<file path="src/ars_pkg.sv">
// Shared types, codes and constants of the aileron roll sequencer.
// No dependencies; used by the step logic, the top level and the checker.
package ars_pkg;

    // Parameter default
    localparam int ARS_MAX_TURNS = 5;

    // Phase codes
    localparam logic [1:0] PH_IDLE  = 2'd0;
    localparam logic [1:0] PH_ENTRY = 2'd1;
    localparam logic [1:0] PH_ROLL  = 2'd2;
    localparam logic [1:0] PH_EXIT  = 2'd3;

    // Request actions
    localparam logic [1:0] ACT_TICK  = 2'd0;
    localparam logic [1:0] ACT_START = 2'd1;
    localparam logic [1:0] ACT_RESET = 2'd2;
    localparam logic [1:0] ACT_NONE  = 2'd3;

    // Maneuver codes; only the aileron roll is accepted
    localparam logic [1:0] MAN_AILERON_ROLL = 2'd0;

    // Start status codes
    localparam logic [2:0] ST_OK        = 3'd0;
    localparam logic [2:0] ST_BUSY      = 3'd1;
    localparam logic [2:0] ST_BAD_MAN   = 3'd2;
    localparam logic [2:0] ST_NOT_FLY   = 3'd3;
    localparam logic [2:0] ST_LOW       = 3'd4;
    localparam logic [2:0] ST_NO_ASPD   = 3'd5;
    localparam logic [2:0] ST_SLOW      = 3'd6;
    localparam logic [2:0] ST_NOT_LEVEL = 3'd7;

    // Configuration register indexes
    localparam logic [1:0] CFG_DEF_RATE   = 2'd0;
    localparam logic [1:0] CFG_PITCH_TGT  = 2'd1;
    localparam logic [1:0] CFG_MIN_ALT    = 2'd2;
    localparam logic [1:0] CFG_MIN_ASPD   = 2'd3;

    // Configuration reset values
    localparam logic [15:0] CFG_DEF_RATE_RST  = 16'd18000;
    localparam logic [12:0] CFG_PITCH_TGT_RST = 13'd2500;
    localparam logic [10:0] CFG_MIN_ALT_RST   = 11'd500;
    localparam logic [13:0] CFG_MIN_ASPD_RST  = 14'd1000;

    // One full turn in accumulator units (0.01 deg/s times us)
    localparam longint ARS_TURN_UNITS = 64'sd36000000000;
    localparam int     ACC_W          = 48;
    localparam int     PROD_W         = 35;

    // Packed stream widths
    localparam int S_TDATA_W = 160;
    localparam int M_TDATA_W = 40;

    typedef struct packed {
        logic [15:0] def_rate;
        logic [12:0] pitch_tgt;
        logic [10:0] min_alt;
        logic [13:0] min_aspd;
    } cfg_t;

    typedef struct packed {
        logic [1:0]         action;
        logic [31:0]        time_ms;
        logic signed [15:0] roll;
        logic signed [14:0] pitch;
        logic signed [18:0] gyro;
        logic [1:0]         maneuver;
        logic [2:0]         flags;
        logic [7:0]         reps;
        logic [15:0]        req_rate;
        logic signed [17:0] alt;
        logic [13:0]        aspd;
        logic signed [PROD_W-1:0] gyro_dt;
    } item_t;

    typedef struct packed {
        logic [1:0]              phase;
        logic [31:0]             start_ms;
        logic signed [ACC_W-1:0] acc;
        logic signed [16:0]      rate;
    } state_t;

    typedef struct packed {
        logic               active;
        logic signed [16:0] roll_cmd;
        logic signed [13:0] pitch_cmd;
        logic [2:0]         status;
        logic [1:0]         phase;
    } result_t;

endpackage

</file>
<file path="src/ars_step.sv">
// One sequencer step: start checks, phase logic and the next state.
// Pure combinational; depends on ars_pkg.
module ars_step #(
    parameter int MAX_TURNS = ars_pkg::ARS_MAX_TURNS,
    parameter int THR_W     = 40
) (
    input  ars_pkg::cfg_t     cfg,
    input  ars_pkg::item_t    item,
    input  ars_pkg::state_t   cur,
    input  logic [THR_W-1:0]  thr_cur,
    output ars_pkg::state_t   nxt,
    output logic [THR_W-1:0]  thr_nxt,
    output ars_pkg::result_t  res
);
    import ars_pkg::*;

    localparam int TURN_W = $clog2(MAX_TURNS + 1);

    // Symmetric clamp of an 18-bit value.
    function automatic logic signed [17:0] clamp18(input logic signed [17:0] v,
                                                   input logic signed [17:0] lim);
        logic signed [17:0] r;
        r = v;
        if (v > lim) begin
            r = lim;
        end else if (v < -lim) begin
            r = -lim;
        end
        return r;
    endfunction

    // Leveling commands for entry and exit; the roll command is shared.
    logic signed [17:0] roll_lvl;
    logic signed [17:0] pitch_lvl;
    logic signed [17:0] pitch_dev;
    logic signed [17:0] pitch_entry;
    logic [31:0]        elapsed;

    assign roll_lvl    = clamp18(-(18'(item.roll) <<< 1), 18'sd9000);
    assign pitch_lvl   = clamp18(-(18'(item.pitch) <<< 1), 18'sd4500);
    assign pitch_dev   = $signed({5'd0, cfg.pitch_tgt}) - 18'(item.pitch);
    assign pitch_entry = clamp18(pitch_dev <<< 1, 18'sd4500);
    assign elapsed     = item.time_ms - cur.start_ms;

    // Rolling: saturating accumulate and full-turn test.
    logic signed [ACC_W:0]   acc_sum;
    logic signed [ACC_W-1:0] acc_sat;
    logic signed [ACC_W-1:0] thr_s;
    logic                    turns_done;

    assign acc_sum = (ACC_W+1)'(cur.acc) + (ACC_W+1)'(item.gyro_dt);
    always_comb begin
        if (acc_sum[ACC_W] != acc_sum[ACC_W-1]) begin
            acc_sat = acc_sum[ACC_W] ? {1'b1, {(ACC_W-1){1'b0}}}
                                     : {1'b0, {(ACC_W-1){1'b1}}};
        end else begin
            acc_sat = acc_sum[ACC_W-1:0];
        end
    end
    assign thr_s      = $signed(ACC_W'(thr_cur));
    assign turns_done = (acc_sat >= thr_s) || (acc_sat <= -thr_s);

    // Start checks, in priority order.
    logic [17:0] aspd_x10;
    logic [17:0] min_x13;
    logic        not_level;
    logic [2:0]  start_status;

    assign aspd_x10  = 18'(item.aspd) * 18'd10;
    assign min_x13   = 18'(cfg.min_aspd) * 18'd13;
    assign not_level = (item.roll > 16'sd2000) || (item.roll < -16'sd2000)
                    || (item.pitch > 15'sd2000) || (item.pitch < -15'sd2000);

    always_comb begin
        if (cur.phase != PH_IDLE) begin
            start_status = ST_BUSY;
        end else if (item.maneuver != MAN_AILERON_ROLL) begin
            start_status = ST_BAD_MAN;
        end else if (!item.flags[0]) begin
            start_status = ST_NOT_FLY;
        end else if (item.alt < $signed({7'd0, cfg.min_alt})) begin
            start_status = ST_LOW;
        end else if (!item.flags[1]) begin
            start_status = ST_NO_ASPD;
        end else if (aspd_x10 < min_x13) begin
            start_status = ST_SLOW;
        end else if (not_level) begin
            start_status = ST_NOT_LEVEL;
        end else begin
            start_status = ST_OK;
        end
    end

    // Turn count and signed rate taken at a successful start.
    logic [TURN_W-1:0]  turns_start;
    logic [THR_W-1:0]   thr_start;
    logic [15:0]        rate_pick;
    logic [15:0]        rate_clamp;
    logic signed [16:0] rate_start;

    always_comb begin
        if (item.reps == 8'd0) begin
            turns_start = TURN_W'(1);
        end else if (item.reps > 8'(MAX_TURNS)) begin
            turns_start = TURN_W'(MAX_TURNS);
        end else begin
            turns_start = TURN_W'(item.reps);
        end
    end
    assign thr_start = THR_W'(turns_start) * THR_W'(ARS_TURN_UNITS);

    assign rate_pick = (item.req_rate == 16'd0) ? cfg.def_rate : item.req_rate;
    always_comb begin
        if (rate_pick < 16'd3000) begin
            rate_clamp = 16'd3000;
        end else if (rate_pick > 16'd36000) begin
            rate_clamp = 16'd36000;
        end else begin
            rate_clamp = rate_pick;
        end
    end
    assign rate_start = item.flags[2] ? -$signed({1'b0, rate_clamp})
                                      : $signed({1'b0, rate_clamp});

    // Phase sequencing.
    always_comb begin
        nxt           = cur;
        thr_nxt       = thr_cur;
        res.active    = 1'b0;
        res.roll_cmd  = '0;
        res.pitch_cmd = '0;
        res.status    = ST_OK;
        case (item.action)
            ACT_START: begin
                res.status = start_status;
                if (start_status == ST_OK) begin
                    thr_nxt      = thr_start;
                    nxt.rate     = rate_start;
                    nxt.acc      = '0;
                    nxt.phase    = PH_ENTRY;
                    nxt.start_ms = item.time_ms;
                end
            end
            ACT_RESET: begin
                nxt.acc = '0;
                if (cur.phase != PH_IDLE) begin
                    nxt.phase    = PH_IDLE;
                    nxt.start_ms = item.time_ms;
                end
            end
            ACT_TICK: begin
                unique case (cur.phase)
                    PH_IDLE: begin
                        res.active = 1'b0;
                    end
                    PH_ENTRY: begin
                        res.active    = 1'b1;
                        res.roll_cmd  = 17'(roll_lvl);
                        res.pitch_cmd = 14'(pitch_entry);
                        if ((pitch_dev <= 18'sd300 && pitch_dev >= -18'sd300)
                            || elapsed >= 32'd3000) begin
                            nxt.acc      = '0;
                            nxt.phase    = PH_ROLL;
                            nxt.start_ms = item.time_ms;
                        end
                    end
                    PH_ROLL: begin
                        res.active   = 1'b1;
                        nxt.acc      = acc_sat;
                        res.roll_cmd = cur.rate;
                        if (turns_done) begin
                            res.roll_cmd = '0;
                            nxt.phase    = PH_EXIT;
                            nxt.start_ms = item.time_ms;
                        end
                    end
                    PH_EXIT: begin
                        res.active    = 1'b1;
                        res.roll_cmd  = 17'(roll_lvl);
                        res.pitch_cmd = 14'(pitch_lvl);
                        if ((item.roll <= 16'sd500 && item.roll >= -16'sd500
                             && item.pitch <= 15'sd500 && item.pitch >= -15'sd500
                             && item.gyro <= 19'sd2000 && item.gyro >= -19'sd2000)
                            || elapsed >= 32'd2000) begin
                            res.active    = 1'b0;
                            res.roll_cmd  = '0;
                            res.pitch_cmd = '0;
                            nxt.phase     = PH_IDLE;
                            nxt.start_ms  = item.time_ms;
                        end
                    end
                    default: begin
                        res.active = 1'b0;
                    end
                endcase
            end
            default: begin
                res.active = 1'b0;
            end
        endcase
        res.phase = nxt.phase;
    end

endmodule

</file>
<file path="src/aileron_roll_sequencer_core.sv">
// Top level of the aileron roll sequencer: stream ports, registers, config.
// Depends on ars_pkg and ars_step.
//
// Usage:
//   Requests enter on the s_ stream: s_tuser carries the action (tick,
//   start, reset) and s_tdata the sensor and command fields. Each request
//   yields exactly one result on the m_ stream: m_tuser is the active flag,
//   m_tdata holds the rate commands, the start status and the new phase.
//   Configuration registers are written through cfg_valid/cfg_index/
//   cfg_data; cfg_ready is always high. Write them only while idle.
//   A request is captured in the input register together with its
//   gyro-times-dt product, then the step logic updates the state and
//   loads the result register. Throughput is one request per cycle while
//   the receiver does not stall; the state update of one request is
//   already visible to the next one.
//   If the receiver stalls, the result register holds and one more request
//   waits in the input register; s_tready then drops until m_tready returns.
//   Synchronous reset returns the phase to idle, clears the accumulator and
//   the start time, loads the register defaults and empties both stages.
module aileron_roll_sequencer_core #(
    parameter int MAX_TURNS = ars_pkg::ARS_MAX_TURNS
) (
    input  logic                            aclk,
    input  logic                            aresetn,
    // Request stream
    input  logic                            s_tvalid,
    output logic                            s_tready,
    // tdata from bit 0: time_ms, dt_us, roll_angle, pitch_angle,
    // gyro_roll_rate, maneuver, flags, repetitions, requested_rate,
    // altitude_agl, airspeed, zero pad
    input  logic [ars_pkg::S_TDATA_W-1:0]   s_tdata,
    // tuser: action
    input  logic [1:0]                      s_tuser,
    // Result stream
    output logic                            m_tvalid,
    input  logic                            m_tready,
    // tdata from bit 0: roll_rate_cmd, pitch_rate_cmd, start_status,
    // phase, zero pad
    output logic [ars_pkg::M_TDATA_W-1:0]   m_tdata,
    // tuser: active
    output logic                            m_tuser,
    // Configuration writes
    input  logic                            cfg_valid,
    output logic                            cfg_ready,
    input  logic [1:0]                      cfg_index,
    input  logic [15:0]                     cfg_data
);
    import ars_pkg::*;

    localparam longint THR_MAX = longint'(MAX_TURNS) * ARS_TURN_UNITS;
    localparam int     THR_W   = $clog2(THR_MAX + 1);

    // Configuration registers.
    cfg_t cfg_reg;

    assign cfg_ready = 1'b1;

    always_ff @(posedge aclk) begin
        if (!aresetn) begin
            cfg_reg.def_rate  <= CFG_DEF_RATE_RST;
            cfg_reg.pitch_tgt <= CFG_PITCH_TGT_RST;
            cfg_reg.min_alt   <= CFG_MIN_ALT_RST;
            cfg_reg.min_aspd  <= CFG_MIN_ASPD_RST;
        end else if (cfg_valid) begin
            unique case (cfg_index)
                CFG_DEF_RATE:  cfg_reg.def_rate  <= cfg_data;
                CFG_PITCH_TGT: cfg_reg.pitch_tgt <= cfg_data[12:0];
                CFG_MIN_ALT:   cfg_reg.min_alt   <= cfg_data[10:0];
                CFG_MIN_ASPD:  cfg_reg.min_aspd  <= cfg_data[13:0];
                default:       cfg_reg.def_rate  <= cfg_reg.def_rate;
            endcase
        end
    end

    // Unpack the request and form the gyro-times-dt product.
    item_t              item_next;
    logic [15:0]        dt_us;
    logic signed [18:0] gyro_in;

    assign dt_us   = s_tdata[47:32];
    assign gyro_in = $signed(s_tdata[97:79]);

    always_comb begin
        item_next.action   = s_tuser;
        item_next.time_ms  = s_tdata[31:0];
        item_next.roll     = $signed(s_tdata[63:48]);
        item_next.pitch    = $signed(s_tdata[78:64]);
        item_next.gyro     = gyro_in;
        item_next.maneuver = s_tdata[99:98];
        item_next.flags    = s_tdata[102:100];
        item_next.reps     = s_tdata[110:103];
        item_next.req_rate = s_tdata[126:111];
        item_next.alt      = $signed(s_tdata[144:127]);
        item_next.aspd     = s_tdata[158:145];
        item_next.gyro_dt  = PROD_W'(gyro_in) * $signed(PROD_W'({1'b0, dt_us}));
    end

    // Input and result stage handshake.
    logic  in_valid_reg;
    item_t item_reg;
    logic  out_valid_reg;
    logic  step_fire;

    assign step_fire = in_valid_reg && (!out_valid_reg || m_tready);
    assign s_tready  = !in_valid_reg || step_fire;

    always_ff @(posedge aclk) begin
        if (!aresetn) begin
            in_valid_reg <= 1'b0;
        end else if (s_tready) begin
            in_valid_reg <= s_tvalid;
        end
    end

    always_ff @(posedge aclk) begin
        if (s_tready && s_tvalid) begin
            item_reg <= item_next;
        end
    end

    // Sequencer state.
    state_t           state_reg;
    state_t           state_next;
    logic [THR_W-1:0] thr_reg;
    logic [THR_W-1:0] thr_next;
    result_t          res_next;
    result_t          res_reg;

    ars_step #(
        .MAX_TURNS (MAX_TURNS),
        .THR_W     (THR_W)
    ) u_step (
        .cfg     (cfg_reg),
        .item    (item_reg),
        .cur     (state_reg),
        .thr_cur (thr_reg),
        .nxt     (state_next),
        .thr_nxt (thr_next),
        .res     (res_next)
    );

    always_ff @(posedge aclk) begin
        if (!aresetn) begin
            state_reg.phase    <= PH_IDLE;
            state_reg.start_ms <= '0;
            state_reg.acc      <= '0;
            state_reg.rate     <= '0;
            thr_reg            <= THR_W'(ARS_TURN_UNITS);
        end else if (step_fire) begin
            state_reg <= state_next;
            thr_reg   <= thr_next;
        end
    end

    // Result register.
    always_ff @(posedge aclk) begin
        if (!aresetn) begin
            out_valid_reg <= 1'b0;
        end else if (step_fire) begin
            out_valid_reg <= 1'b1;
        end else if (m_tready) begin
            out_valid_reg <= 1'b0;
        end
    end

    always_ff @(posedge aclk) begin
        if (step_fire) begin
            res_reg <= res_next;
        end
    end

    assign m_tvalid = out_valid_reg;
    assign m_tuser  = res_reg.active;
    assign m_tdata  = {4'd0, res_reg.phase, res_reg.status,
                       res_reg.pitch_cmd, res_reg.roll_cmd};

endmodule

</file>
<file path="config.mk">
export PLATFORM = sky130hd
export DESIGN_NAME = aileron_roll_sequencer_core
export DESIGN_NICKNAME = d
export VERILOG_FILES = /design/src/ars_pkg.sv /design/src/ars_step.sv /design/src/aileron_roll_sequencer_core.sv
export SDC_FILE = /design/constraint.sdc
export NUM_CORES = 2
export LEC_CHECK = 0
export BUFFER_PORTS_ARGS = -buffer_cell sky130_fd_sc_hd__buf_2
export CAP_MARGIN = 20
export CORE_MARGIN = 3
export CORE_UTILIZATION = 45
export CTS_BUF_LIST = sky130_fd_sc_hd__clkbuf_16
export DETAILED_ROUTE_END_ITERATION = 7
export PLACE_DENSITY = 0.72
export SLEW_MARGIN = 20
export SYNTH_ARGS = -nofsm -noshare
export SYNTH_HDL_FRONTEND = slang
export SYNTH_SLANG_ARGS = --single-unit
</file>
<file path="constraint.sdc">
create_clock -name aclk -period 26.9 [get_ports aclk]
set_input_delay 8.07 -clock aclk [delete_from_list [all_inputs] [get_ports aclk]]
set_output_delay 8.07 -clock aclk [all_outputs]
set_load 0.1 [all_outputs]
</file>
==> key figures <==
Power and ir drop
  – Reported leakage power: 17.7 nW
  – Total chip power: 4.37 mW
  – Maximum ir drop on the vdd rail: 132 uV
  – Power per standard cell area: 109 nW/um^2

Detailed routing
  – Detailed-route wire length: 94.3 mm
  – Count of vias placed by the detailed router: 29500
  – DRC Markers: 0
  – Routed wirelength normalized by instance count: 17.8 um
  – DR pass1 iterations: 5
  – Vias per cell: 5.56
  – Drt first-iter violations: 1974
  – Number of nets with antenna violations after detailed routing: 0

Layout
  – Fraction of layout instances using a drive strength above 1: 0.0857
  – Count of nets after finishing: 5062
  – Number of flip-flops in the largest register: 180
  – Post-Layout Inst Area: 40200 sq um
  – Final cell utilization of the core: 0.497
  – Non-filler cells in the finished layout: 5307
  – Layout overhead on the synthesized area: 9.00%
  – Number of inserted diodes: 0

Setup path
  – Critical-path cell with the highest stage delay: sky130_fd_sc_hd__buf_2
  – Crit path kind: input pin to primary output
  – Required time at the endpoint of the critical path: 18830 ps
  – Cells along the critical path: buf_2 > nor2b_1 > nand2_1 > buf_2
  – Kind of end point of the critical path: primary output
  – RR Startpoint: item_reg[34]
  – Maximum fanout along the worst path: 4
  – Reg-to-reg critical path endpoint: state_reg[68]
  – Crit-path most repeated cell: sky130_fd_sc_hd__buf_2
  – Worst Path Arrival: 8790 ps
  – Critical path launch point type: input pin
  – Depth of the worst register-to-register path: 33
  – Critical Path Max Stage Delay: 300 ps
  – Reg2reg setup slack: 17720 ps

Die
  – Top-level port count: 229
  – Initial core utilization: 0.456
  – X dimension of the die: 292 um
  – Area of the core: 80800 sq um
  – Row count: 104
  – Die area: 85300 sq um
  – Height of the die: 292 um

Timing
  – Final setup violating endpoints: 0
  – Hold Vio Cnt, Final: 0
  – Relative max-transition margin: 0.279
  – Setup total negative slack: 0 ps
  – Final WS setup: 10040 ps
  – Period utilisation layout: 0.627
  – Worst hold slack: 454 ps
  – Final worst clock skew: 32.4 ps
  – Fmax: 59.3 MHz
  – Clock period minus final worst setup slack: 16860 ps
  – Actual slew at the worst max-slew pin: 1080 ps
  – Unrepaired setup endpoints after global routing: false
  – Final Max Slew Viols: 0

Clock network
  – CTS H-Tree Depth: 2
  – Clock latency reported for the late side of the worst-skew pair: 590 ps
  – Clock transition at the register clock pins on the worst setup and hold paths after CTS: 60 ps
  – Resized Gates After CTS: 0
  – Clock buffers created by TritonCTS: 43
  – Num Clock Sinks: 387
  – CTS tree: done
  – Setup Buffers After CTS: 0
  – Root buffer cell: sky130_fd_sc_hd__clkbuf_16
  – Hold buffer count at CTS: 0
  – Clock tree buffer depth: 3

Synthesis
  – Most instantiated flip-flop cell in the synthesis netlist: sky130_fd_sc_hd__edfxtp_1
  – Number of enable flip-flop cells after synthesis: 216
  – Post-Synthesis Cells: 4095
  – Share of async-settable or async-resettable flops after synthesis: 0
  – Fraction of the yosys area taken by sequential cells: 0.269
  – Post-Syn Area: 36800 sq um
  – Total of flip-flops plus latches after synthesis: 387
  – Number of distinct library cells after synthesis: 101
  – Yosys warns: 0
  – Synthesized area per cell: 9.00 sq um

Min path
  – Min-delay worst type: flop to flop
  – Hold-critical path endpoint: state_reg[36]
  – Worst Hold Launch: state_reg[36]
  – Worst hold path stage count: 2

Placement
  – Sum of net half-perimeters after detailed placement: 72.4 mm
  – Number of placed instances, taps included: 5228
  – Final estimated routing congestion in global placement: 0.922
  – Area of placed instances: 38700 sq um
  – Count of buffers inserted at the top-level ports: 221
  – Worst Setup Slack post-DPL: 10050 ps

GRT
  – Global-route wire length before repair: 153 mm
  – Global-route usage over all layers: 0.219
  – Antenna violations before repair: 2
  – Largest net degree at the start of global routing: 96
  – Vias in the first global route: 28900
  – Global route overflow: 0

Flow run
  – # Max-Cap Violations: 0

Status
  – Run status: finished clean
-- metal layers --
metal	wire [um]	track usage	vias to the layer above
li1	-	-	14100
met1	41900	0.302	14300
met2	43800	0.365	942
met3	6160	0.0250	172
met4	2510	0.0613	4
met5	20	0	-
-- Yosys cell counts (36+ instances only) --
master / number / area share
sky130_fd_sc_hd__dfxtp_1: 171 / 0.093
sky130_fd_sc_hd__xnor2_1: 109 / 0.026
sky130_fd_sc_hd__edfxtp_1: 216 / 0.18
sky130_fd_sc_hd__a211oi_1: 37 / 0.0075
sky130_fd_sc_hd__o21ai_0: 182 / 0.025
sky130_fd_sc_hd__nand2_1: 497 / 0.051
sky130_fd_sc_hd__a21o_1: 74 / 0.015
sky130_fd_sc_hd__nand3b_1: 42 / 0.0086
sky130_fd_sc_hd__a21oi_1: 306 / 0.042
sky130_fd_sc_hd__inv_1: 559 / 0.057
sky130_fd_sc_hd__clkbuf_1: 125 / 0.013
sky130_fd_sc_hd__nand3_1: 69 / 0.0094
sky130_fd_sc_hd__fa_1: 321 / 0.17
sky130_fd_sc_hd__nor2_1: 197 / 0.020
sky130_fd_sc_hd__ha_1: 343 / 0.12
sky130_fd_sc_hd__nand2b_1: 36 / 0.0061
sky130_fd_sc_hd__nor2b_1: 43 / 0.0073
sky130_fd_sc_hd__and2_1: 151 / 0.026
sky130_fd_sc_hd__nor3_1: 64 / 0.0087
sky130_fd_sc_hd__xor2_1: 57 / 0.014
-- cell type report --
class,instances,area [sq um]
Timing Repair Buffer,236,1220
Clock buffer,44,1100
Inverter,560,2100
Clock inverter,35,374
Fill cell,7543,40600
Sequential cell,387,9910
Multi-Input combinational cell,2985,24100
Tap cell,1060,1330
-- cells in the final DEF, fill, tap and decap left out, types with 150 or more instances in the layout --
| cell type | count |
|---|---|
| sky130_fd_sc_hd__dfxtp_1 | 171 |
| sky130_fd_sc_hd__inv_1 | 564 |
| sky130_fd_sc_hd__o21ai_0 | 181 |
| sky130_fd_sc_hd__and2_1 | 150 |
| sky130_fd_sc_hd__edfxtp_1 | 216 |
| sky130_fd_sc_hd__a21oi_1 | 306 |
| sky130_fd_sc_hd__ha_1 | 343 |
| sky130_fd_sc_hd__nand2_1 | 497 |
| sky130_fd_sc_hd__fa_1 | 321 |
| sky130_fd_sc_hd__nor2_1 | 195 |
| sky130_fd_sc_hd__buf_2 | 221 |
-- how the worst max path moves through the flow --
| stage | startpoint | to | slack [ps] |
|---|---|---|---|
| finish | m_tready | s_tready | 10040 |
| global route | m_tready | s_tready | 9960 |
| CTS | m_tready | s_tready | 10020 |
| detailed placement | m_tready | s_tready | 10050 |
| global placement | m_tready | s_tready | 10080 |
| floorplan | m_tready | s_tready | 10000 |
-- critical path: cells and delay by family --
| family | cells | cell delay, ps |
|---|---|---|
| simple gates | 2 | 320 |
| buf+inv | 2 | 400 |
-- report_power, final --
part / switching (mW) / internal [mW] / total, mW
Combinational: 1.65 / 1.26 / 2.91
Clock: 0.256 / 0.367 / 0.622
Sequential: 0.0301 / 0.807 / 0.837
Total: 1.94 / 2.43 / 4.37
-- cell families (layout without fill, tap and decap cells) --
| group | Yosys count | after routing | share of synthesized area |
|---|---|---|---|
| AO/OA/AOI/OAI | 889 | 889 | 0.155 |
| XOR/XNOR | 166 | 166 | 0.0395 |
| adder cells (fa/ha/maj) | 665 | 665 | 0.291 |
| buffers and inverters | 727 | 875 | 0.0773 |
| flip-flops | 387 | 387 | 0.269 |
| multiplexers | 8 | 8 | 0.00221 |
| other | 2 | 6 | 0.000204 |
| AND/OR/NAND/NOR | 1251 | 1251 | 0.166 |
No activity file was read; power rests on OpenSTA's default activity.
